**config.mk**
```make
export PLATFORM = sky130hd
export DESIGN_NAME = hpq_ram
export DESIGN_NICKNAME = d
export VERILOG_FILES = /design/src/design/hpq_ram.sv
export SDC_FILE = /design/constraint.sdc
export NUM_CORES = 1
export LEC_CHECK = 0
export BUFFER_PORTS_ARGS = -buffer_cell sky130_fd_sc_hd__buf_2
export CAP_MARGIN = 20
export CELL_PAD_IN_SITES_DETAIL_PLACEMENT = 1
export CELL_PAD_IN_SITES_GLOBAL_PLACEMENT = 2
export CORE_MARGIN = 3
export CORE_UTILIZATION = 35
export CTS_CLUSTER_SIZE = 14
export DETAILED_ROUTE_END_ITERATION = 10
export PLACE_DENSITY_LB_ADDON = 0.25
export SLEW_MARGIN = 20
export SYNTH_ARGS = -nofsm -noshare
export SYNTH_HDL_FRONTEND = slang
export SYNTH_SLANG_ARGS = --single-unit
```
**constraint.sdc**
```tcl
create_clock -name clk_i -period 2.9 [get_ports clk_i]
set_input_delay 0.435 -clock clk_i [delete_from_list [all_inputs] [get_ports clk_i]]
set_output_delay 0.435 -clock clk_i [all_outputs]
set_load 0.02 [all_outputs]
```
**src/design/hpq_ram.sv**
```systemverilog
// ----------------------------------------------------------------------------
// hpq_ram
// Generic single write port RAM with one registered read port.
// ----------------------------------------------------------------------------
`default_nettype none

module hpq_ram #(
  parameter int WIDTH = 8,
  parameter int DEPTH = 2
) (
  input  wire logic                                      clk_i,
  input  wire logic                                      we_i,
  input  wire logic [((DEPTH > 1) ? $clog2(DEPTH) : 1)-1:0] waddr_i,
  input  wire logic [WIDTH-1:0]                          wdata_i,
  input  wire logic [((DEPTH > 1) ? $clog2(DEPTH) : 1)-1:0] raddr_i,
  output logic      [WIDTH-1:0]                          rdata_o
);

  logic [WIDTH-1:0] mem_q [DEPTH];
  logic [WIDTH-1:0] rdata_q;

  always_ff @(posedge clk_i) begin
    if (we_i) begin
      mem_q[waddr_i] <= wdata_i;
    end
    rdata_q <= mem_q[raddr_i];
  end

  assign rdata_o = rdata_q;

endmodule

`default_nettype wire

```
* Word-level counts from Yosys, hierarchy flattened
Memories as Yosys holds them, arrays and structs flattened. A register that Yosys moved wholly into a read port is not among the register bits.
Index checks and enable logic that the tools add are counted.
** Word-level totals
- Register bits :: 0
- Memories kept :: 1
- Output and inout bits :: 8
- Input bits :: 12
- Memory bits (writable) :: 16
- Word-level logic and storage cells :: 3
** Operators by class
- Mux-type cells :: 2
** Memories
- mem_q :: depth 2, bits a word 8, read ports 1, clocked after memory_dff 1, write ports 1, line 19 : logic [WIDTH-1:0] mem_q [DEPTH];
** Operator list (count)
- 1-bit 2-to-1 mux :: 2

* Longest topological paths before layout
- Depth after elaboration :: 2
- Gate-level depth with buffers :: 2
- Mapped depth without buffers :: 1

* Worst setup path before layout
Ideal clock, no wire load.
- Kind :: input -> register
- Start :: input we_i
- End :: memory mem_q[0][0], enable pin
- Library setup time :: 0.373 ns
- Stages on the path :: 1
- Data arrival time :: 0.855 ns
- Required time :: 2.527 ns
- Path slack :: 1.672 ns
- Cell sequence :: nor2b_1
** Between the ends
- Cells in the longest elaborated chain, start to end :: 2
** RTL lines
- from (decl) :: line 12 : input wire logic we_i,
- 1-bit 2-to-1 mux :: line 23 : if (we_i) begin
- 1-bit 2-to-1 mux (not written as such) :: line 24 : mem_q[waddr_i] <= wdata_i;
- to (decl) :: line 19
No other way between the ends.

* Final worst setup path
- Start :: register rdata_q[7], in the netlist rdata_o[7], read port of mem_q
- End :: output rdata_o[7]
** RTL lines
- from (decl) :: line 20 : logic [WIDTH-1:0] rdata_q;
- to (decl) :: line 16 : output logic [WIDTH-1:0] rdata_o
No word-level cell between the ends.

==> flow_summary.json <==
{
  "path_class": "register to output pin",
  "p_int_uw": 469,
  "p_sw_uw": 127,
  "p_comb_share_pct": 9.5,
  "hold_path.startpoint": "wdata_i[5]",
  "p_total_uw": 596,
  "critPathBufInv": 1,
  "cts.sinks": 24,
  "vias_per_cell": 4.27,
  "cp_slowest_cell": "dfxtp_1",
  "grt_pass1_vias": 393,
  "cts-root-buf": "clkbuf_4",
  "cts_hold_buf": 0,
  "core_um2": 2040,
  "slew_violations": 0,
  "cp_top_family": "flip-flops",
  "setup_viol": 0,
  "end_kind": "output pin",
  "reg2reg_to": "rdata_o[2]",
  "seqPwrFrac_pct": 66.6,
  "cts_tree": "built",
  "die_height_um": 53.3,
  "status": "completed",
  "n_antenna_cell": 0,
  "slew_headroom_pct": 56.7,
  "rsz0062_at_grt": "false",
  "ios": 20,
  "hold_end": "mem_q[1][5]",
  "worstMarginPinSlew_ps": 648,
  "num_rows": 16,
  "crit_path_max_fanout": 1,
  "die_w_um": 53.3,
  "postCtsSetupBuffers": 0,
  "syn_area_um2": 785,
  "swShare_pct": 21.3,
  "fill_cells": 217,
  "die-area_um2": 2850,
  "finClkSkew_ps": 3.99,
  "ys_ff_latch": 24,
  "reg2reg_setup_slack_ps": 2140,
  "vias": 359,
  "start_kind": "register",
  "drt_wl_total_mm": 1.05,
  "slowest_delay_ps": 330,
  "h-tree-depth": 1,
  "ir_drop_mv": 0.343,
  "syn-instance-count": 35,
  "maxCapViolCount": 0,
  "worstReg2RegStart": "mem_q[0][2]",
  "avgSynthCellArea_um2": 22.4,
  "gp_congestion": 0.596,
  "grt_start_max_net_pins": 14,
  "hold_path_depth": 1,
  "ctsLongestPathBuffers": 2,
  "crit_chain": "buf_2",
  "finalSetupTns_ps": 0,
  "drc": 0,
  "p_leak_uw": 0.000378,
  "period_needed_ps": 1220,
  "post_drt_wl_per_cell_um": 12.4,
  "drive_gt1_share_pct": 52.6,
  "ys.warnings.count": 0,
  "clk_latency_ps": 300,
  "finalCritPeriodShare_pct": 42.0,
  "drt_pass1_iterations": 3,
  "antenna_found_initial": 0,
  "worstPathRequired_ps": 2470,
  "grt.total_usage_pct": 9.19,
  "power.share.clock_pct": 23.9,
  "ys_seq_area_share_pct": 81.7,
  "hold_ws_ps": 312,
  "overflow": 0,
  "postCtsResizedCells": 0,
  "ant_nets": 0,
  "hold_viol": 0,
  "reg2regPathDepth": 1,
  "io_buffers": 19,
  "initial_core_util_pct": 38.4,
  "nets": 70,
  "area_growth_pct": 18.3,
  "clk_pin_slew_ps": 120,
  "grt_pass1_wl_mm": 1.72,
  "cts_buffers": 3,
  "drt_iter0_markers": 11,
  "critPathArrivalTime_ps": 780,
  "syn_nets": 47,
  "synth_cell_types": 6,
  "hold_class": "primary input to register",
  "max_freq_mhz": 820,
  "pwr_density_cell_nw_per_um2": 642
}
-- layout by cell type (no fill, tap or decap) --
| cell type | n |
|---|---|
| buf_2 | 19 |
| edfxtp_1 | 16 |
| mux2_4 | 8 |
| dfxtp_1 | 8 |
| clkbuf_4 | 3 |
| nor2b_1 | 1 |
| and2_1 | 1 |
| clkinv_1 | 1 |
-- flip-flops by register name (all words and copies together), names as in the netlist --
name / count
mem_q: 16
rdata_o: 8
-- synthesized netlist by cell type --
| master | number | area [um2] |
|---|---|---|
| mux2_4 | 8 | 120 |
| buf_6 | 1 | 11.3 |
| and2_1 | 1 | 6.26 |
| dfxtp_1 | 8 | 160 |
| nor2b_1 | 1 | 6.26 |
| edfxtp_1 | 16 | 480 |
-- power groups by stage --
stage | registers (uW) | logic, uW | clock network (uW)
after floorplan | 418 | 23.6 | 0
after global placement | 405 | 56.8 | 0
after detailed placement | 406 | 57.9 | 0
after CTS | 398 | 58.0 | 153
after global routing | 400 | 61.4 | 167
final | 397 | 56.6 | 142
-- how the worst max path moves through the flow --
stage | start | to | slack, ps | cells after the start
2_1_floorplan | we_i | mem_q[0][0] | 1670 | 1
3_3_place_gp | waddr_i | mem_q[0][4] | 1490 | 2
3_5_place_dp | waddr_i | mem_q[0][6] | 1450 | 2
4_1_cts | rdata_o[2] | rdata_o[2] | 1650 | 1
5_1_grt | rdata_o[7] | rdata_o[7] | 1620 | 1
6_report | rdata_o[7] | rdata_o[7] | 1680 | 1
-- layer usage --
layer	routed length, um	part of all wire (%)	track usage (%)
met5	0	0	0
met2	553	53	15.9
met3	88	8.4	5.92
met4	0	0	2.55
met1	403	39	8.87
-- logic make-up after synthesis --
kind of cell / count (synthesis) / share of synthesized area (%)
buf+inv: 1 / 1.44
flops: 24 / 81.7
mux: 8 / 15.3
simple gates: 2 / 1.60
-- area by class of cell --
cell class,count,area (um2),share of cell area (%)
clock buffers,3,22.5,2.43
well taps,27,33.8,3.64
repair buffers,19,95.1,10.2
flip-flops and latches,24,641,69.0
clock inverters,1,3.75,0.404
multi-input cells,10,133,14.3
-- metrics by stage --
stage                     util [%]  worst slack [ps]  instance area (um2)  cells
after floorplan                  -              1670                  785     35
after global placement        44.2              1490                  902     80
after detailed placement      44.2              1450                  902     80
after CTS                     45.5              1650                  928     84
after global routing          45.5              1620                  928     84
final                         45.5              1680                  928     84
Power figures use the tool's default switching activity.
