`src/design/hpq_pkg.sv`:
```
// ----------------------------------------------------------------------------
// hpq_pkg
// Shared types, sizes and helpers of the level-cell heap priority queue.
// ----------------------------------------------------------------------------
`default_nettype none

package hpq_pkg;

  localparam int CAPACITY = 16;
  localparam int CW       = $clog2(CAPACITY + 1);
  localparam int LEVELS   = $clog2(CAPACITY + 1);
  localparam int LVLW     = $clog2(LEVELS);
  localparam int ROWW     = (LEVELS > 2) ? LEVELS - 2 : 1;
  localparam int DW       = 32;
  localparam int OCCW     = 5;
  localparam int STW      = 2;

  typedef enum logic [STW-1:0] {
    ST_DONE  = 2'd0,
    ST_FULL  = 2'd1,
    ST_EMPTY = 2'd2
  } status_e;

  typedef enum logic {
    REQ_ENQ = 1'b0,
    REQ_DEQ = 1'b1
  } req_e;

  typedef enum logic {
    OP_INS,
    OP_SIFT
  } op_e;

  typedef struct packed {
    logic signed [DW-1:0] prio;
    logic signed [DW-1:0] data;
  } entry_t;

  // sibling pair, index 0 is the left child
  typedef entry_t [1:0] row_t;

  // INS: node is the target slot, lvl its level, swp set once the new entry
  // has taken an ancestor slot (every slot below on the path shifts down)
  // SIFT: node is the parent, prow the row that holds it
  typedef struct packed {
    logic            vld;
    op_e             op;
    logic            swp;
    logic [CW-1:0]   node;
    logic [LVLW-1:0] lvl;
    entry_t          carry;
    row_t            prow;
    logic [CW-1:0]   cnt;
  } tok_t;

  typedef struct packed {
    logic            vld;
    logic [ROWW-1:0] row;
    row_t            data;
  } wb_t;

  typedef struct packed {
    logic [CW-1:0]   node;
    logic [LVLW-1:0] lvl;
  } probe_t;

  typedef struct packed {
    logic signed [DW-1:0] data;
    logic signed [DW-1:0] prio;
    status_e              status;
    logic [OCCW-1:0]      occ;
  } res_t;

  function automatic logic prio_lt(entry_t a, entry_t b);
    return $signed(a.prio) < $signed(b.prio);
  endfunction

  // level of a 1-based heap index
  function automatic logic [LVLW-1:0] node_lvl(logic [CW-1:0] n);
    logic [LVLW-1:0] l;
    l = '0;
    for (int i = 0; i < CW; i++) begin
      if (n[i]) begin
        l = LVLW'(i);
      end
    end
    return l;
  endfunction

  function automatic logic [CW-1:0] node_off(logic [CW-1:0] n, logic [LVLW-1:0] lvl);
    logic [CW-1:0] mask;
    mask = (CW'(1) << lvl) - CW'(1);
    return n & mask;
  endfunction

  function automatic logic [ROWW-1:0] row_idx(logic [CW-1:0] n, logic [LVLW-1:0] lvl);
    logic [CW-1:0] o;
    o = node_off(n, lvl) >> 1;
    return o[ROWW-1:0];
  endfunction

  function automatic logic node_half(logic [CW-1:0] n, logic [LVLW-1:0] lvl);
    return (lvl == '0) ? 1'b0 : n[0];
  endfunction

  function automatic logic [OCCW-1:0] occ_of(logic [CW-1:0] cnt);
    logic [CW+OCCW-1:0] t;
    t = (CW + OCCW)'(cnt);
    return t[OCCW-1:0];
  endfunction

endpackage

`default_nettype wire

```
`src/design/hpq_cell.sv`:
```
// ----------------------------------------------------------------------------
// hpq_cell
// One heap level: reads its row, compares, writes back and hands the
// moving entry to the next level or a parent update to the level above.
// ----------------------------------------------------------------------------
`default_nettype none

module hpq_cell (
  input  wire logic                        clk_i,
  input  wire logic                        rst_ni,
  input  wire logic [hpq_pkg::LVLW-1:0]    lvl_i,
  input  wire hpq_pkg::tok_t               tok_i,
  output hpq_pkg::tok_t                    tok_o,
  input  wire hpq_pkg::wb_t                wb_i,
  output hpq_pkg::wb_t                     wb_o,
  input  wire hpq_pkg::probe_t             probe_i,
  output logic                             fin_o,
  output logic                             ram_we_o,
  output logic [hpq_pkg::ROWW-1:0]         ram_waddr_o,
  output hpq_pkg::row_t                    ram_wdata_o,
  output logic [hpq_pkg::ROWW-1:0]         ram_raddr_o,
  input  wire hpq_pkg::row_t               ram_rdata_i
);

  typedef enum logic {
    C_IDLE,
    C_ACT
  } state_e;

  state_e                     state_q, state_d;
  hpq_pkg::tok_t              tk_q, tk_d;
  hpq_pkg::tok_t              tok_out_q, tok_out_d;
  hpq_pkg::wb_t               wb_q, wb_d;
  logic                       fin_q, fin_d;

  logic [hpq_pkg::CW-1:0]     anc_in, anc_act;
  logic [hpq_pkg::LVLW-1:0]   plvl;
  logic                       act_we;
  logic [hpq_pkg::ROWW-1:0]   act_waddr;
  hpq_pkg::row_t              act_wdata;
  logic                       h, ph, lv, rv, mv, bh;
  hpq_pkg::entry_t            bv;
  hpq_pkg::row_t              nr, pr;

  assign anc_in  = tok_i.node >> (tok_i.lvl - lvl_i);
  assign anc_act = tk_q.node >> (tk_q.lvl - lvl_i);
  assign plvl    = lvl_i - hpq_pkg::LVLW'(1);

  always_comb begin
    if (tok_i.vld) begin
      if (tok_i.op == hpq_pkg::OP_INS) begin
        ram_raddr_o = hpq_pkg::row_idx(anc_in, lvl_i);
      end else begin
        ram_raddr_o = hpq_pkg::ROWW'(hpq_pkg::node_off(tok_i.node, plvl));
      end
    end else begin
      ram_raddr_o = hpq_pkg::row_idx(probe_i.node, lvl_i);
    end
  end

  always_comb begin
    state_d   = state_q;
    tk_d      = tk_q;
    tok_out_d = '0;
    wb_d      = '0;
    fin_d     = 1'b0;
    act_we    = 1'b0;
    act_waddr = '0;
    act_wdata = ram_rdata_i;
    h         = hpq_pkg::node_half(anc_act, lvl_i);
    ph        = hpq_pkg::node_half(tk_q.node, plvl);
    lv        = {tk_q.node, 1'b0} <= {1'b0, tk_q.cnt};
    rv        = {tk_q.node, 1'b1} <= {1'b0, tk_q.cnt};
    mv        = 1'b0;
    bh        = 1'b0;
    bv        = tk_q.carry;
    nr        = ram_rdata_i;
    pr        = tk_q.prow;

    case (state_q)
      C_IDLE: begin
        if (tok_i.vld) begin
          if (tok_i.op == hpq_pkg::OP_SIFT && lvl_i == '0) begin
            tok_out_d = tok_i;
          end else begin
            tk_d    = tok_i;
            state_d = C_ACT;
          end
        end
      end
      C_ACT: begin
        state_d = C_IDLE;
        if (tk_q.op == hpq_pkg::OP_INS) begin
          nr[h]     = tk_q.carry;
          act_waddr = hpq_pkg::row_idx(anc_act, lvl_i);
          act_wdata = nr;
          if (lvl_i == tk_q.lvl) begin
            act_we = 1'b1;
            fin_d  = 1'b1;
          end else begin
            tok_out_d     = tk_q;
            tok_out_d.vld = 1'b1;
            if (tk_q.swp || hpq_pkg::prio_lt(tk_q.carry, ram_rdata_i[h])) begin
              act_we          = 1'b1;
              tok_out_d.carry = ram_rdata_i[h];
              tok_out_d.swp   = 1'b1;
            end
          end
        end else begin
          if (lv && hpq_pkg::prio_lt(ram_rdata_i[0], bv)) begin
            mv = 1'b1;
            bh = 1'b0;
            bv = ram_rdata_i[0];
          end
          if (rv && hpq_pkg::prio_lt(ram_rdata_i[1], bv)) begin
            mv = 1'b1;
            bh = 1'b1;
            bv = ram_rdata_i[1];
          end
          pr[ph]    = bv;
          wb_d.vld  = 1'b1;
          wb_d.row  = hpq_pkg::row_idx(tk_q.node, plvl);
          wb_d.data = pr;
          if (!mv) begin
            fin_d = 1'b1;
          end else if ({tk_q.node, bh, 1'b0} <= {2'b00, tk_q.cnt}) begin
            tok_out_d      = tk_q;
            tok_out_d.node = {tk_q.node[hpq_pkg::CW-2:0], bh};
            tok_out_d.prow = ram_rdata_i;
          end else begin
            nr[bh]    = tk_q.carry;
            act_we    = 1'b1;
            act_waddr = hpq_pkg::ROWW'(hpq_pkg::node_off(tk_q.node, plvl));
            act_wdata = nr;
            fin_d     = 1'b1;
          end
        end
      end
      default: begin
        state_d = C_IDLE;
      end
    endcase
  end

  always_ff @(posedge clk_i or negedge rst_ni) begin
    if (!rst_ni) begin
      state_q   <= C_IDLE;
      tk_q      <= '0;
      tok_out_q <= '0;
      wb_q      <= '0;
      fin_q     <= 1'b0;
    end else begin
      state_q   <= state_d;
      tk_q      <= tk_d;
      tok_out_q <= tok_out_d;
      wb_q      <= wb_d;
      fin_q     <= fin_d;
    end
  end

  assign ram_we_o    = act_we | wb_i.vld;
  assign ram_waddr_o = wb_i.vld ? wb_i.row : act_waddr;
  assign ram_wdata_o = wb_i.vld ? wb_i.data : act_wdata;
  assign tok_o       = tok_out_q;
  assign wb_o        = wb_q;
  assign fin_o       = fin_q;

endmodule

`default_nettype wire

```
`config.mk`:
```
export PLATFORM = sky130hd
export DESIGN_NAME = hpq_cell
export DESIGN_NICKNAME = d
export VERILOG_FILES = /design/src/design/hpq_pkg.sv /design/src/design/hpq_cell.sv
export SDC_FILE = /design/constraint.sdc
export NUM_CORES = 2
export LEC_CHECK = 0
export ABC_AREA = 1
export ABC_CLOCK_PERIOD_IN_PS = 15200
export BUFFER_PORTS_ARGS = -buffer_cell sky130_fd_sc_hd__buf_2
export CAP_MARGIN = 40
export CORE_AREA = 10 10 360 362
export CTS_CLUSTER_DIAMETER = 120
export DETAILED_ROUTE_END_ITERATION = 10
export DIE_AREA = 0 0 370 372
export MAX_ROUTING_LAYER = met4
export PLACE_DENSITY_LB_ADDON = 0.3
export SLEW_MARGIN = 20
export SYNTH_ARGS = -nofsm -noshare
export SYNTH_HDL_FRONTEND = slang
export SYNTH_SLANG_ARGS = --single-unit
```
`constraint.sdc`:
```
create_clock -name clk_i -period 15.2 [get_ports clk_i]
set_clock_uncertainty 0.2 [all_clocks]
set_input_delay 3.04 -clock clk_i [delete_from_list [all_inputs] [get_ports clk_i]]
set_output_delay 3.04 -clock clk_i [all_outputs]
set_load 0.01 [all_outputs]
```
# Word-level counts from Yosys, hierarchy flattened
# Index checks and enable logic that the tools add are counted.
# op_classes
addsub,5
mul,0
div,0
magnitude_cmp,12
n_eq_ne,1
n_shift,4
n_mux,62
n_bitwise,8
reduce_logical,10
# op_table
cell,n
$mux 208,6
$mux 64,12
$mux 128,5
$pmux 208 s2,1
$bwmux 128,3
$mux 132,2
$demux 64 s1,3
$lt 32x32->1,3
$mux 1,22
$mux 3,7
$and 4x4->4,4
$le 6x5->1,2
$shr 5x3->4,2
$shl 1x3->4 const A,2
$sub 4x2->4 const B,2
$le 7x5->1,1
$logic_and 1x1->1,6
$logic_not 3->1,2
$lt 1x2->1 const B,3
$sub 3x3->3,2
$and 3x3->3,1
$eq 3x3->1,1
$ge 1x1->1 const B,3
$reduce_and 3->1,1
5 further kinds,6
# totals
reg_bits,550
latchBits,0
mem_bits_rw,0
romBits,0
in_bits,481
output_inout_bits,476
wordCells,134
mem_count,0

# Logic depth before layout (Yosys ltp)
# depth
depth_word,20
depth_mapped,48
depth_no_buf,44

# Worst setup path after synthesis
# Ideal clock, no wire load.
# synth_path
path_kind,input port to output port
from,input ram_rdata_i[53] (netlist bit)
to,output ram_wdata_o[10] (netlist bit)
arrival_ns,8.089
t_required_ns,11.960
setup_slack_ns,3.871
path_stages,38
path_buffers,6
cell_sequence,ha_1 a21oi_1 nor2_1 nor2_1 nand3_1 a21oi_1 nand3_1 nand3_1 clkbuf_1 clkbuf_1 nand2_1 o21ai_0 inv_1 ha_1 nand4_1 nor4_1 inv_1 nor4_1 (+2 left out) nand2_1 nor2_2 buf_4 buf_2 ha_1 a21oi_1 o21ai_0 o21ai_0 nand3_1 inv_1 nor2_1 clkbuf_1 buf_1 nand3_1 nand3_1 nand2_1 nand2_1 nand2_1
# synth_rtl
item,line_no,source
start: declaration,hpq_cell.sv:22,input wire hpq_pkg::row_t ram_rdata_i
end: declaration,hpq_cell.sv:20,"output hpq_pkg::row_t ram_wdata_o,"

==> metrics <==
status=completed; fin nets=6395; die height=372 µm; slew of the pin with the lowest slew margin=995.6 ps; num ports=957; gr ovfl total=0; Sink Count=550; Initial Util=0.2827; Worst setup EP type=primary output; Hold Path End=tk_q[207]; Post-synth EDFFs=0; Vias/cell=5.161; CTS resizes=0; CTS tree=built; Fmax=74.08 MHz; worst r2r dst=tok_o[103]; CP bufs+invs=6; Rel. slew slack=0.3363; leak pwr=0.02468 µW; Synth top area share=0.3968; Num CTS Buffers=72; Final setup viols=0; Yosys reg bits=550; most used cell, CP=nand2_1; # rows=129; per-cell routed wire length=24.03 µm; global-route wire length before repair=255500 µm; initial antenna violation count=54; Fillers=13110; Worst setup SP type=input port; Final Hold Viols=0; unrepaired setup endpoints after global routing=false; vias in the first global route=35980; CP max stage delay=580 ps; peak supply drop=0.1031 mV; Pwr Density=136.7 mW/mm²; Finished Cell Area=0.04380 mm²; sequential area share after synthesis=0.3968; max-slew violations=0; drt pass-1 iters=8; Top Family by Delay on Critical Path=simple AND/OR/NAND/NOR gates; Worst Hold Depth=1; die area=0.1376 mm²; H-tree Lvls=3; Placement Cell Area=0.04104 mm²; CP Max Fanout=34; syn nets=5658; final setup TNS=0 ps; CTS root buf=clkbuf_16; Setup CP Type=input port to primary output; worst r2r src=tk_q[188]; 1st-iter DRT viols=4472; Clock Tree Buf Depth=3; Crit. Startpoint=ram_rdata_i[35]; dpl hpwl=127200 µm; layout cell share with drive strength beyond 1=0.2001; ys async rst share=1.000; clock latency at the later pin of the worst-skew pair=640 ps; WP data required=11960 ps; Area Growth Syn to Fin=26.29%; Final period util=0.8881; core area=0.1227 mm²; Cells after Synth=5067; worst-case reg-to-reg path depth=32; Crit-path slowest cell=nand2_4; synthesized cell area=0.03468 mm²; IO buf count=951; routed wire length=181300 µm; max-cap check violation count=0; most frequently used flop master after synthesis=dfrtp_1; hold path start=tk_q[207]; fin crit period=13500 ps; remaining antenna violation count after routing=0; GR Util All Layers=0.2549; flop2flop setup slack=6480 ps; largest net degree at the start of global routing=170; cts hold-fix bufs=0; CP Data Arrival Time=10260 ps; Final GP Congestion=0.9656; DRC errors left=0; yosys warns=0; Post-CTS Setup Inserts=0; cell taking the most area after synthesis=dfrtp_1; Hold WC Path Type=flip-flop to flip-flop; Syn Area/Cell=6.845 µm²; synth top area cells=dfrtp_1, nand2_1, inv_1, o21ai_0, nand3_1; Yosys cell types=46; CTS clock-pin slew for the worst setup and hold paths=60 ps; die width=370 µm; via count=38940
## kinds of logic (layout without fill, tap and decap cells)
family          count (synthesis)  count (layout)  synth area share
other cells                     0              47                 0
xor+xnor                        7               7          0.001984
fa+ha+maj                     110             110           0.04012
buf+inv                       952            1746            0.1051
flops                         550             550            0.3968
simple gates                 2253            2253            0.2604
compound gates               1195            1195            0.1955
## worst reg2reg max path: cells and delay by family (launching register included)
kind            cells  cell delay [ps]
flops               1              480
compound gates      7             1490
buf+inv             6             2440
fa+ha+maj           3              830
simple gates       16             3130
## layer usage
| metal | track usage | share of wire | vias up |
|---|---|---|---|
| li1 | - | - | 17980 |
| met1 | 0.3297 | 0.42 | 18480 |
| met2 | 0.3891 | 0.45 | 2132 |
| met3 | 0.04913 | 0.086 | 347 |
| met4 | 0.1040 | 0.042 | 0 |
| met5 | - | 0 | - |
## layout make-up
type	instances	area, µm²	share of cell area
multi-input combinational	3565	17390	0.3971
sequential	550	13770	0.3144
timing repair buffer	1019	5698	0.1301
inverter	596	2265	0.05171
clock buffer	103	2141	0.04888
tap	1637	2048	0.04676
clock inverter	28	366.6	0.008370
antenna	47	117.6	0.002685
## metrics by stage
stage / power [µW] / hold WS, ps / util / worst slack, ps / cells
CTS: 5981 / 264.2 / 0.3550 / 1674 / 7493
detailed placement: 4132 / 249.1 / 0.3345 / 1685 / 7362
global route: 6319 / 275.0 / 0.3569 / 1183 / 7536
floorplan: 3137 / 233.8 / - / 3871 / 5067
finish: 5988 / 258.7 / 0.3570 / 1700 / 7545
global placement: 4098 / 246.2 / 0.3325 / 1774 / 7352
## placed cells by master (no fill, tap or decap), drive strengths merged, types with 18 or more instances in the layout
master  count
clkbuf    103
nor2       46
a32oi      18
o21bai     70
o21ai     494
o211ai    128
ha        108
diode      47
nand3     380
dfrtp     550
inv       600
a211oi     21
a21oi     360
nand2    1804
o22ai      71
buf      1019
## state kept, by name (all words and copies together), names as in the netlist
signal,flops
fin_o,1
state_q,1
tk_q,208
tok_o,208
wb_o,132
## power by group
group | switching [µW] | total, µW | internal [µW]
logic | 1680 | 2370 | 687
registers | 133 | 1780 | 1650
clock network | 746 | 1840 | 1090
## synthesized netlist by cell type, types with 2 or more instances
| master | instances |
|---|---|
| a2111oi_0 | 3 |
| a211oi_1 | 21 |
| a21boi_0 | 2 |
| a21oi_1 | 360 |
| a22oi_1 | 15 |
| a31oi_1 | 3 |
| a32oi_1 | 18 |
| buf_1 | 31 |
| buf_2 | 46 |
| buf_4 | 4 |
| clkbuf_1 | 275 |
| dfrtp_1 | 550 |
| fa_1 | 2 |
| ha_1 | 108 |
| inv_1 | 589 |
| inv_2 | 6 |
| nand2_1 | 1800 |
| nand2_2 | 4 |
| nand3_1 | 377 |
| nand3_2 | 2 |
| nand3b_1 | 2 |
| nand4_1 | 11 |
| nor2_1 | 45 |
| nor3_1 | 2 |
| nor4_1 | 5 |
| o211ai_1 | 128 |
| o21a_1 | 2 |
| o21ai_0 | 411 |
| o21ai_1 | 82 |
| o21bai_1 | 70 |
| o221ai_1 | 3 |
| o22ai_1 | 71 |
| o31ai_1 | 2 |
| xor2_1 | 5 |
## how the worst max path moves through the flow
stage                                 end  slack, ps  cells after the start
after global placement    ram_wdata_o[31]       1770                     38
after floorplan           ram_wdata_o[10]       3870                     38
final                     ram_wdata_o[31]       1700                     38
after CTS                 ram_wdata_o[31]       1670                     40
after global routing      ram_wdata_o[31]       1180                     38
after detailed placement  ram_wdata_o[31]       1690                     40
Note: power is estimated with default switching activity, not from simulation.
