--- src/design/hpq_pkg.sv ---
// ----------------------------------------------------------------------------
// hpq_pkg
// Shared types, sizes and helpers of the level-cell heap priority queue.
// ----------------------------------------------------------------------------
`default_nettype none

package hpq_pkg;

  localparam int CAPACITY = 16;
  localparam int CW       = $clog2(CAPACITY + 1);
  localparam int LEVELS   = $clog2(CAPACITY + 1);
  localparam int LVLW     = $clog2(LEVELS);
  localparam int ROWW     = (LEVELS > 2) ? LEVELS - 2 : 1;
  localparam int DW       = 32;
  localparam int OCCW     = 5;
  localparam int STW      = 2;

  typedef enum logic [STW-1:0] {
    ST_DONE  = 2'd0,
    ST_FULL  = 2'd1,
    ST_EMPTY = 2'd2
  } status_e;

  typedef enum logic {
    REQ_ENQ = 1'b0,
    REQ_DEQ = 1'b1
  } req_e;

  typedef enum logic {
    OP_INS,
    OP_SIFT
  } op_e;

  typedef struct packed {
    logic signed [DW-1:0] prio;
    logic signed [DW-1:0] data;
  } entry_t;

  // sibling pair, index 0 is the left child
  typedef entry_t [1:0] row_t;

  // INS: node is the target slot, lvl its level, swp set once the new entry
  // has taken an ancestor slot (every slot below on the path shifts down)
  // SIFT: node is the parent, prow the row that holds it
  typedef struct packed {
    logic            vld;
    op_e             op;
    logic            swp;
    logic [CW-1:0]   node;
    logic [LVLW-1:0] lvl;
    entry_t          carry;
    row_t            prow;
    logic [CW-1:0]   cnt;
  } tok_t;

  typedef struct packed {
    logic            vld;
    logic [ROWW-1:0] row;
    row_t            data;
  } wb_t;

  typedef struct packed {
    logic [CW-1:0]   node;
    logic [LVLW-1:0] lvl;
  } probe_t;

  typedef struct packed {
    logic signed [DW-1:0] data;
    logic signed [DW-1:0] prio;
    status_e              status;
    logic [OCCW-1:0]      occ;
  } res_t;

  function automatic logic prio_lt(entry_t a, entry_t b);
    return $signed(a.prio) < $signed(b.prio);
  endfunction

  // level of a 1-based heap index
  function automatic logic [LVLW-1:0] node_lvl(logic [CW-1:0] n);
    logic [LVLW-1:0] l;
    l = '0;
    for (int i = 0; i < CW; i++) begin
      if (n[i]) begin
        l = LVLW'(i);
      end
    end
    return l;
  endfunction

  function automatic logic [CW-1:0] node_off(logic [CW-1:0] n, logic [LVLW-1:0] lvl);
    logic [CW-1:0] mask;
    mask = (CW'(1) << lvl) - CW'(1);
    return n & mask;
  endfunction

  function automatic logic [ROWW-1:0] row_idx(logic [CW-1:0] n, logic [LVLW-1:0] lvl);
    logic [CW-1:0] o;
    o = node_off(n, lvl) >> 1;
    return o[ROWW-1:0];
  endfunction

  function automatic logic node_half(logic [CW-1:0] n, logic [LVLW-1:0] lvl);
    return (lvl == '0) ? 1'b0 : n[0];
  endfunction

  function automatic logic [OCCW-1:0] occ_of(logic [CW-1:0] cnt);
    logic [CW+OCCW-1:0] t;
    t = (CW + OCCW)'(cnt);
    return t[OCCW-1:0];
  endfunction

endpackage

`default_nettype wire

--- src/design/hpq_ctrl.sv ---
// ----------------------------------------------------------------------------
// hpq_ctrl
// Request sequencer: entry count, root and last-entry fetch, token launch
// into the level chain and the result register.
// ----------------------------------------------------------------------------
`default_nettype none

module hpq_ctrl (
  input  wire logic                                  clk_i,
  input  wire logic                                  rst_ni,
  input  wire logic                                  s_tvalid_i,
  output logic                                       s_tready_o,
  input  wire logic                                  req_type_i,
  input  wire logic signed [hpq_pkg::DW-1:0]         item_data_i,
  input  wire logic signed [hpq_pkg::DW-1:0]         item_priority_i,
  output hpq_pkg::tok_t                              tok_o,
  output hpq_pkg::probe_t                            probe_o,
  input  wire hpq_pkg::row_t [hpq_pkg::LEVELS-1:0]   rows_i,
  input  wire logic                                  done_i,
  output logic                                       m_tvalid_o,
  input  wire logic                                  m_tready_i,
  output hpq_pkg::res_t                              res_o
);

  typedef enum logic [2:0] {
    S_IDLE,
    S_PROBE,
    S_FETCH,
    S_RUN,
    S_RESP
  } state_e;

  state_e                  state_q, state_d;
  logic [hpq_pkg::CW-1:0]  cnt_q, cnt_d;
  hpq_pkg::tok_t           tok_q, tok_d;
  hpq_pkg::probe_t         probe_q, probe_d;
  hpq_pkg::res_t           res_q, res_d;
  hpq_pkg::res_t           out_q, out_d;
  logic                    out_vld_q, out_vld_d;
  logic [hpq_pkg::CW-1:0]  n_ins;
  hpq_pkg::entry_t         last;

  assign n_ins = cnt_q + hpq_pkg::CW'(1);
  assign last  = rows_i[probe_q.lvl][hpq_pkg::node_half(probe_q.node, probe_q.lvl)];

  always_comb begin
    state_d   = state_q;
    cnt_d     = cnt_q;
    tok_d     = '0;
    probe_d   = probe_q;
    res_d     = res_q;
    out_d     = out_q;
    out_vld_d = out_vld_q;
    if (out_vld_q && m_tready_i) begin
      out_vld_d = 1'b0;
    end

    case (state_q)
      S_IDLE: begin
        if (s_tvalid_i) begin
          res_d.data = '0;
          res_d.prio = '0;
          if (req_type_i == hpq_pkg::REQ_ENQ) begin
            if (cnt_q == hpq_pkg::CW'(hpq_pkg::CAPACITY)) begin
              res_d.status = hpq_pkg::ST_FULL;
              res_d.occ    = hpq_pkg::occ_of(cnt_q);
              state_d      = S_RESP;
            end else begin
              tok_d.vld        = 1'b1;
              tok_d.op         = hpq_pkg::OP_INS;
              tok_d.node       = n_ins;
              tok_d.lvl        = hpq_pkg::node_lvl(n_ins);
              tok_d.carry.data = item_data_i;
              tok_d.carry.prio = item_priority_i;
              tok_d.cnt        = n_ins;
              cnt_d            = n_ins;
              res_d.status     = hpq_pkg::ST_DONE;
              res_d.occ        = hpq_pkg::occ_of(n_ins);
              state_d          = S_RUN;
            end
          end else begin
            if (cnt_q == '0) begin
              res_d.status = hpq_pkg::ST_EMPTY;
              res_d.occ    = hpq_pkg::occ_of(cnt_q);
              state_d      = S_RESP;
            end else begin
              probe_d.node = cnt_q;
              probe_d.lvl  = hpq_pkg::node_lvl(cnt_q);
              cnt_d        = cnt_q - hpq_pkg::CW'(1);
              state_d      = S_PROBE;
            end
          end
        end
      end
      S_PROBE: begin
        state_d = S_FETCH;
      end
      S_FETCH: begin
        res_d.data   = rows_i[0][0].data;
        res_d.prio   = rows_i[0][0].prio;
        res_d.status = hpq_pkg::ST_DONE;
        res_d.occ    = hpq_pkg::occ_of(cnt_q);
        if (cnt_q == '0) begin
          state_d = S_RESP;
        end else begin
          tok_d.vld   = 1'b1;
          tok_d.op    = hpq_pkg::OP_SIFT;
          tok_d.node  = hpq_pkg::CW'(1);
          tok_d.lvl   = '0;
          tok_d.carry = last;
          tok_d.prow  = rows_i[0];
          tok_d.cnt   = cnt_q;
          state_d     = S_RUN;
        end
      end
      S_RUN: begin
        if (done_i) begin
          state_d = S_RESP;
        end
      end
      S_RESP: begin
        if (!out_vld_q || m_tready_i) begin
          out_d     = res_q;
          out_vld_d = 1'b1;
          state_d   = S_IDLE;
        end
      end
      default: begin
        state_d = S_IDLE;
      end
    endcase
  end

  always_ff @(posedge clk_i or negedge rst_ni) begin
    if (!rst_ni) begin
      state_q   <= S_IDLE;
      cnt_q     <= '0;
      tok_q     <= '0;
      probe_q   <= '0;
      res_q     <= '0;
      out_q     <= '0;
      out_vld_q <= 1'b0;
    end else begin
      state_q   <= state_d;
      cnt_q     <= cnt_d;
      tok_q     <= tok_d;
      probe_q   <= probe_d;
      res_q     <= res_d;
      out_q     <= out_d;
      out_vld_q <= out_vld_d;
    end
  end

  assign s_tready_o = (state_q == S_IDLE);
  assign tok_o      = tok_q;
  assign probe_o    = probe_q;
  assign m_tvalid_o = out_vld_q;
  assign res_o      = out_q;

endmodule

`default_nettype wire

--- config.mk ---
export PLATFORM = sky130hd
export DESIGN_NAME = hpq_ctrl
export DESIGN_NICKNAME = d
export VERILOG_FILES = /design/src/design/hpq_pkg.sv /design/src/design/hpq_ctrl.sv
export SDC_FILE = /design/constraint.sdc
export NUM_CORES = 1
export LEC_CHECK = 0
export ABC_AREA = 1
export BUFFER_PORTS_ARGS = -buffer_cell sky130_fd_sc_hd__buf_4
export CAP_MARGIN = 40
export CORE_AREA = 2 2 388 390
export DETAILED_ROUTE_END_ITERATION = 10
export DIE_AREA = 0 0 390 392
export GPL_TIMING_DRIVEN = 0
export PLACE_DENSITY = 0.33
export SETUP_SLACK_MARGIN = 0.5
export SYNTH_ARGS = -nofsm -noshare
export SYNTH_HDL_FRONTEND = slang
export SYNTH_SLANG_ARGS = --single-unit
export TNS_END_PERCENT = 5
--- constraint.sdc ---
create_clock -name clk_i -period 3.4 [get_ports clk_i]
set_clock_uncertainty 0.05 [all_clocks]
set_input_delay 0.34 -clock clk_i [delete_from_list [all_inputs] [get_ports clk_i]]
set_output_delay 0.34 -clock clk_i [all_outputs]
set_load 0.01 [all_outputs]
# ---- Word-level counts from Yosys, hierarchy flattened
# Cells that the tools add are included.
dict set report classes {
  add_sub_neg 2
  n_eq_ne 11
  n_mux 47
  n_lt_le_gt_ge 2
  bitwise 1
  reduce_logical 13
}
# cell count
set op_table {}
lappend op_table {{$bmux W128 S3} 1}
lappend op_table {{$mux W128} 2}
lappend op_table {{$mux W72} 3}
lappend op_table {{$mux W201} 1}
lappend op_table {{$pmux W72 S2} 1}
lappend op_table {{$pmux W71 S2} 1}
lappend op_table {{$mux W64} 2}
lappend op_table {{$mux W71} 1}
lappend op_table {{$mux W3} 13}
lappend op_table {{$mux W5} 6}
lappend op_table {{$pmux W3 S5} 1}
lappend op_table {{$mux W7} 2}
lappend op_table {{$ne A2 B2 Y1 const B} 5}
lappend op_table {{$pmux W5 S2} 1}
lappend op_table {{$mux W2} 4}
lappend op_table {{$reduce_and A4 Y1} 2}
lappend op_table {{$eq A3 B2 Y1 const B} 2}
lappend op_table {{$logic_not A3 Y1} 2}
lappend op_table {{$mux W1} 6}
lappend op_table {{$mux W6} 1}
lappend op_table {{$reduce_and A3 Y1} 2}
lappend op_table {{$add A5 B1 Y5 const B} 1}
lappend op_table {{$eq A5 B5 Y1 const B} 1}
lappend op_table {{$logic_not A5 Y1} 1}
lappend op_table {{other kinds (13)} 14}
dict set report word_totals {
  inputBits 710
  wordCells 100
  reg_bits 366
  output_inout_bits 289
}

# ---- Depth between registers and ports, before layout
# Gate-level depths: netlist of the first run.
dict set report logic_depth {
  word_depth 9
  ltp_mapped 11
  ltp_nobuf 9
}

# ---- Worst setup path before layout of the first run
# No wires, ideal clock.
dict set report synth_path {
  path_kind {register to register}
  startpoint {register cnt_q[0] (netlist bit)}
  endpoint {register tok_q (netlist bit tok_o[134])}
  n_path_buf 2
  path_slack_ns 1.768
  synth_period_minus_slack_ns 1.632
  t_required_ns 3.285
  t_arrival_ns 1.517
  stages_incl_launch_ff 10
  path_cell_list {dfrtp_1 -> inv_1 -> ha_1 -> nand3_4 -> nand2_1 -> nor3_2 -> buf_6 -> buf_4 -> nand2_1 -> nand2_1}
}
# element line_no
set synth_lines {}
lappend synth_lines {{start: declaration} hpq_ctrl.sv:34} ;# logic [hpq_pkg::CW-1:0] cnt_q, cnt_d;
lappend synth_lines {{start signal: assignment} hpq_ctrl.sv:145} ;# cnt_q <= cnt_d;
lappend synth_lines {{end signal: assignment} hpq_ctrl.sv:146} ;# tok_q <= tok_d;
lappend synth_lines {{end: declaration} hpq_ctrl.sv:35} ;# hpq_pkg::tok_t tok_q, tok_d;

==> results of run 1 <==
cells in the final DEF (no fill, tap or decap), types with 3 or more instances in the layout:
| cell | n |
|---|---|
| diode_2 | 7 |
| ha_1 | 4 |
| o22ai_1 | 68 |
| clkinv_2 | 5 |
| o21ai_0 | 111 |
| clkbuf_8 | 9 |
| buf_8 | 4 |
| o21ai_1 | 11 |
| clkbuf_16 | 52 |
| dlygate4sd3_1 | 197 |
| nand3_1 | 349 |
| buf_2 | 84 |
| bufinv_16 | 5 |
| clkbuf_1 | 65 |
| buf_4 | 1032 |
| xor2_1 | 6 |
| buf_6 | 11 |
| nand2_2 | 6 |
| clkinvlp_4 | 4 |
| buf_1 | 12 |
| nand3_2 | 5 |
| mux2_2 | 4 |
| buf_16 | 4 |
| inv_1 | 431 |
| a21oi_1 | 113 |
| inv_2 | 9 |
| nor2_1 | 162 |
| nand3_4 | 3 |
| dfrtp_1 | 364 |
| or2_2 | 3 |
| nand3b_1 | 44 |
| nand2_1 | 991 |
worst min-delay path by stage:
stage | endpoint | slack (ns)
floorplan | cnt_q[0]$_DFFE_PN0P_ | -0.006
global placement | res_q[4]$_DFFE_PN0P_ | 0.42
detailed placement | tok_o[8]$_DFF_PN0_ | 0.17
CTS | tok_o[188]$_DFF_PN0_ | 0.0008
global route | tok_o[8]$_DFF_PN0_ | 0.003
finish | tok_o[68]$_DFF_PN0_ | 0.03
layout make-up:
| type | instances | share of cell area |
|---|---|---|
| antenna | 7 | 0.000514 |
| buffer | 191 | 0.0295 |
| clock buffer | 74 | 0.0432 |
| clock inverter | 18 | 0.00873 |
| inverter | 441 | 0.0486 |
| multi-input combinational | 1894 | 0.247 |
| sequential | 364 | 0.267 |
| tap | 1944 | 0.0713 |
| timing repair buffer | 1207 | 0.284 |
per-layer routing:
layer	up-vias	global-route usage
met1	11800	0.274
met3	181	0.0434
met2	979	0.375
met4	26	0.0590
met5	-	0
li1	11400	-
cells by family after synthesis:
logic type	after synthesis	synth area share
AOI/OAI and AO/OA	305	0.0803
xor gates and xnor gates	8	0.00348
adders and majority gates	4	0.00248
buffers and inverters	632	0.131
DFF	364	0.452
muxes	4	0.00223
other	1	0.000186
and+or+nand+nor	1572	0.328
power groups by stage:
| stage | Combinational [W] | Sequential [W] | Clock (W) |
|---|---|---|---|
| 3_3_place_gp | 0.0183 | 0.00667 | 0 |
| 6_report | 0.0183 | 0.00660 | 0.00581 |
| 4_1_cts | 0.0187 | 0.00662 | 0.00600 |
| 5_1_grt | 0.0197 | 0.00676 | 0.00614 |
| 2_1_floorplan | 0.00748 | 0.00712 | 0 |
| 3_5_place_dp | 0.0184 | 0.00668 | 0 |
through the flow:
stage,utilization,area [sq um]
finish,0.229,34100
CTS,0.229,34100
global placement,0.202,30100
global route,0.229,34100
floorplan,-,20200
detailed placement,0.203,30300
state kept, by name, summed over array words and instances (netlist names):
signal      flops
m_tvalid_o      1
res_q          71
cnt_q           5
probe_o         7
tok_o         206
state_q         3
res_o          71
synth_stat cells:
cell,number
nand2_1,993
buf_4,29
or2_2,3
buf_2,91
a21oi_1,113
nand2_2,4
dfrtp_1,364
nor2_4,2
xnor2_1,2
xor2_1,6
buf_1,13
nand3_1,354
inv_2,10
nor3_2,2
o21ai_1,11
nor2_8,1
clkbuf_1,52
nand3_4,3
nor2_2,2
inv_1,431
o21a_1,1
ha_1,4
mux2_2,4
nor2_1,162
o21ai_0,111
a21oi_2,1
buf_6,6
o22ai_1,68
nand4_1,2
nand3b_1,44
conb_1,1
worst register-to-register path: cells and delay by family, from the launching register on:
family                 cells  cell delay, ns
buffers and inverters      3            0.99
DFF                        1            0.39
and+or+nand+nor            7            1.42
what timing repair did:
item,4_1_cts,5_1_grt
setup endpoints to repair,47,28
gates resized for setup,14,3
hold endpoints to repair,388,0
gates cloned,0,0
hold buffers,197,0
==> key figures, run 1 <==
Global routing
  • Largest net degree at the start of global routing: between 80 and 90
  • Initial antenna violation count: 45
  • Remaining global-route overflow: 0
  • Total GRT Usage: 0.217
  • Via count of the first global-routing pass: 24800
  • Global-route wire length before repair: 224000 um

STA
  • Worst-Margin Slew: 0.840 ns
  • Final hold violations: 0
  • Fin crit period: just under 3 ns
  • Period utilization: 0.861
  • FMAX: between 300 and 400 MHz
  • Fin Hold WS: around 0.034 ns
  • Pins over their slew limit: 0
  • Setup TNS: 0 ns
  • Final setup fails: 0
  • Setup ws final: between 0.4 and 0.5 ns
  • Slew margin rel.: 0.440
  • Unrepaired setup endpoints after global routing: true

Logic synthesis
  • Net count of the mapped netlist: roughly 3600
  • Synth top area share: 0.452
  • Mapped Cells: around 2900
  • Synthesis-stage register bit count: 364
  • Yosys cell types: 31
  • Yosys warns: 0
  • Area of the mapped netlist: between 20000 and 25000 sq um
  • Ranking of synthesized cells by area: dfrtp_1 (45%), nand2_1 (18%), nand3_1 (8.8%), inv_1 (8.0%), nor2_1 (3.0%)
  • Syn Area/Cell: about 7.0 sq um
  • Seq/Total Area, Yosys: 0.452
  • Post-synth top area cell: dfrtp_1

Drt
  • Met1 wire length: between 70000 and 80000 um
  • DRT iter0 DRCs: ~1300
  • Metal2 WL: ~84000 um
  • Via count: 24500
  • DRC Markers: 0
  • Final ANT Viol Nets: 0
  • Final wirelength: 173000 um
  • First-pass DRT Iterations: 5
  • DR WL/cell: 28.1 um
  • WL met3: around 11000 um
  • Vias per cell: ~4
  • DR top layer: met5

Critical path
  • Reg2Reg Depth: 10
  • CP Launch Point: probe_o[0]$_DFFE_PN0P_
  • Critical path depth: 10
  • Cells along the critical path: buf_4 -> nor2_8 -> nand2_1 -> nand2_1 -> buf_4 -> buf_2 -> nand3_1 -> nand3_1 -> nand2_1 -> nand2_1
  • Critical Path Max Stage Delay: 0.50 ns
  • Worst reg2reg endpoint: tok_o[160]$_DFF_PN0_
  • Most frequent CP cell: nand2_1
  • Crit-path slowest cell: nand3_1
  • Reg2reg start: probe_o[0]$_DFFE_PN0P_
  • Kind of critical path: flop to flop
  • Worst setup path end: tok_o[160]$_DFF_PN0_
  • Worst setup SP type: flop
  • Buf/Inv on CP: 3
  • Crit path DAT: 3.44 ns
  • Crit path max-delay family: simple AND/OR/NAND/NOR gates
  • R2r setup slk: 0.47 ns
  • Worst-path fanout max: 11
  • Crit end category: flop
  • CP Data Required Time: just under 4 ns

Run status
  • Outcome: complete, no violations

Clock tree
  • H-tree levels: 2
  • Clock buffer depth: 3
  • Reg clk slew, reported paths: 0.06 ns
  • Clock Tree Root: clkbuf_16
  • # Post-CTS Setup Buffers: 0
  • Worst-Skew Late Latency: 0.65 ns
  • CTS buffer count: 52
  • CTS tree: built
  • CTS sink cnt: approximately 360

Power
  • Design Power: slightly above 0.03 W
  • Clock power frac: 0.189
  • Cell internal pwr: 0.0148 W
  • Logic pwr share: 0.596
  • Part of the power in registers: 0.215
  • Sw Pwr: ~0.016 W
  • Max VDD drop: between 0.4 and 0.5 mV
  • Lkg Pwr: 18.4 nW
  • PwrDens: approximately 900 nW/um^2
  • Switching share of power: 0.517

Worst hold path
  • Worst min path class: input port to flop
  • Worst Hold Depth: 3
  • HP Start: rows_i[63]

Place
  • Placed cells: slightly below 6000
  • Detailed placer's ending HPWL: 146000 um
  • Port bufs: about 1000
  • Gpl congestion: roughly 0.9
  • Pre-CTS WS: 0.000924 ns

Die
  • Initial core utilization: 0.135
  • Die X: 390 um
  • Die area: between 150000 and 200000 sq um
  • Core Footprint: approximately 150000 sq um
  • Num rows: roughly 140
  • Boundary Pins: about 1000
  • Die Height: around 400 um

Cells and area
  • Fillers: 17100
  • Fin nets: approximately 4900
  • Post-Layout Cell Count: between 6000 and 7000
  • Share of cells above drive strength 1: 0.300
  • Register area: slightly above 9000 sq um
  • Multi-input logic area: approximately 8400 sq um
  • Area delta synth->final: 69.2%

Job
  • Max-cap violations: 0
(Power assumes the default switching activity.)
==> run 2: changes to the inputs <==
==> constraint.sdc (replaced) <==
create_clock -name clk_i -period 3.7 [get_ports clk_i]
set_clock_uncertainty 0.05 [all_clocks]
set_input_delay 0.37 -clock clk_i [delete_from_list [all_inputs] [get_ports clk_i]]
set_output_delay 0.37 -clock clk_i [all_outputs]
set_load 0.01 [all_outputs]
==> run 2 against run 1 <==
  * Maximum frequency fell by 6.1%
  * Non-clock buffer count is 32 lower
  * Wire length about the same
  * Total power down 8.3%
  * Register-to-register slack improved by 0.11 ns
==> key figures, run 2 (synthesis gave the netlist of run 1 again) <==
Run status
  • Outcome: complete, no violations (unchanged)

Power
  • Lkg Pwr: 18.2 nW (was 18.4 nW)
  • PwrDens: 833 nW/um^2 (was 900 nW/um^2)
  • Max VDD drop: 0.378 mV (was 0.412 mV)

Cells and area
  • Multi-input logic area: 8410 sq um (was 8440 sq um)
  • Area delta synth->final: 67.5% (was 69.2%)
  • Max FFs per register: 206 (unchanged)
  • Fillers: 17100 (about the same)
  • Most common cell after layout, fill and taps aside: buf_4 (unchanged)
  • Most frequent cells in the layout: buf_4 (1028), nand2_1 (992), inv_1 (431) (was buf_4 (1032), nand2_1 (991), inv_1 (431))
  • Fin nets: 4833 (was 4865)
  • Post-Layout Cell Count: 6116 (was 6140)
  • Register area: 9110 sq um (unchanged)
  • Share of cells above drive strength 1: 0.300 (about the same)
  • End-of-flow core utilization: 0.227 (was 0.229)

Clock tree
  • Reg clk slew, reported paths: 0.06 ns (about the same)
  • Worst-Skew Late Latency: 0.65 ns (about the same)
  • CTS tree: built (unchanged)
  • Clock Tree Root: clkbuf_16 (unchanged)
  • CTS buffer count: 52 (unchanged)
  • CTS sink cnt: 364 (unchanged)
  • Clock buffer depth: 3 (unchanged)
  • H-tree levels: 2 (unchanged)

Critical path
  • Critical Path Max Stage Delay: 0.45 ns (was 0.50 ns)
  • CP Data Required Time: 4.16 ns (was 3.91 ns)
  • Crit-path slowest cell: nand2_1 (was nand3_1)
  • Reg2Reg Depth: 10 (unchanged)
  • Worst-path fanout max: 10 (was 11)
  • Cells along the critical path: buf_4 -> inv_2 -> buf_4 -> buf_2 -> nand2_1 -> nand3_1 -> nand3_1 -> nand3_1 -> nand2_1 -> nand2_1 (was buf_4 -> nor2_8 -> nand2_1 -> nand2_1 -> buf_4 -> buf_2 -> nand3_1 -> nand3_1 -> nand2_1 -> nand2_1)
  • Kind of critical path: flop to flop (unchanged)
  • Crit path DAT: 3.57 ns (was 3.44 ns)
  • Worst setup SP type: flop (unchanged)
  • Crit end category: flop (unchanged)

Drt
  • Vias per cell: 3.99 (was 3.98)
  • Final ANT Viol Nets: 0 (unchanged)
  • First-pass DRT Iterations: 5 (unchanged)
  • DRC Markers: 0 (unchanged)
  • DR WL/cell: 28.2 um (was 28.1 um)
  • Final wirelength: 172000 um (was 173000 um)
  • Via count: 24400 (was 24500)
  • DRT iter0 DRCs: 1403 (was 1344)

STA
  • Pins over their slew limit: 0 (unchanged)
  • Period utilization: 0.842 (was 0.861)
  • Slew margin rel.: 0.437 (was 0.440)
  • Final setup fails: 0 (unchanged)
  • Worst-Margin Slew: 0.844 ns (was 0.840 ns)
  • Unrepaired setup endpoints after global routing: true (unchanged)
  • FMAX: 321 MHz (was 342 MHz)
  • Final hold violations: 0 (unchanged)
  • Fin crit period: 3.12 ns (was 2.93 ns)

Global routing
  • Via count of the first global-routing pass: 24600 (was 24800)
  • Global-route wire length before repair: 223000 um (was 224000 um)
  • Largest net degree at the start of global routing: 89 (unchanged)
  • Total GRT Usage: 0.217 (about the same)
  • Initial antenna violation count: 45 (unchanged)
  • Remaining global-route overflow: 0 (unchanged)

Die
  • Die X: 390 um (unchanged)
  • Die area: 153000 sq um (unchanged)
  • Boundary Pins: 999 (unchanged)
  • Num rows: 142 (unchanged)
  • Initial core utilization: 0.135 (unchanged)
  • Core Footprint: 149000 sq um (unchanged)
  • Die Height: 392 um (unchanged)

Worst hold path
  • Worst min path class: input port to flop (unchanged)
  • Worst Hold Depth: 3 (unchanged)

Job
  • Max-cap violations: 0 (unchanged)

Place
  • Gpl congestion: 0.924 (unchanged)
  • Detailed placer's ending HPWL: 146000 um (unchanged)
  • Placed cells: 5844 (unchanged)
  • Port bufs: 996 (unchanged)
[run 2: report_power, final]
part | total (W) | internal [W] | switching, W
logic | 0.0167 | 0.00500 | 0.0117
clock network | 0.00535 | 0.00314 | 0.00222
registers | 0.00606 | 0.00545 | 0.000613
[run 2: critical path, delay by kind of cell, from the launching register on]
family / cells / cell delay (ns)
buffers and inverters: 4 / 0.92
DFF: 1 / 0.36
and+or+nand+nor: 6 / 1.52
[run 2: cell type report]
type,instances,area share
plain buffers,191,0.0295
repair buffers,1175,0.277
clock buffers,74,0.0436
multi-input cells,1894,0.249
diodes,15,0.00111
flip-flops and latches,364,0.270
clock inverters,18,0.00882
well taps,1944,0.0720
inverters,441,0.0490
[run 2: what timing repair did]
action / CTS / global route
hold buffers: 165 / 0
gates resized for setup: 4 / 1
hold endpoints to repair: 363 / 0
setup buffers: 0 / 0
setup endpoints to repair: 6 / 2
[run 2: worst paths after layout]
kind	startpoint	end	slack (ns)
max	probe_o[0]$_DFFE_PN0P_	tok_o[184]$_DFF_PN0_	0.58
max in group asynchronous	rst_ni	tok_o[78]$_DFF_PN0_	2.05
min reg2reg	res_q[4]$_DFFE_PN0P_	res_q[4]$_DFFE_PN0P_	0.43
min	rows_i[61]	tok_o[66]$_DFF_PN0_	0.05
max reg2reg	probe_o[0]$_DFFE_PN0P_	tok_o[184]$_DFF_PN0_	0.58
min in group asynchronous	rst_ni	tok_o[8]$_DFF_PN0_	0.12
[run 2: through the flow]
step	hold WS [ns]	worst slack [ns]	instance area, sq um	setup TNS [ns]	power [W]
floorplan	0.0244	2.07	20200	0	0.0134
global placement	0.418	-2.44	30100	-829.41	0.0229
detailed placement	0.204	0.301	30300	0	0.0231
CTS	0.000204	0.481	33700	0	0.0287
global route	0.0162	0.425	33700	0	0.0299
finish	0.0466	0.585	33800	0	0.0281
[run 2: per-layer routing]
metal	track usage	vias to the layer above	share of wire
met5	0	-	0.00085
met4	0.0576	22	0.029
met3	0.0431	183	0.062
met2	0.375	979	0.49
met1	0.274	11800	0.42
li1	-	11400	-
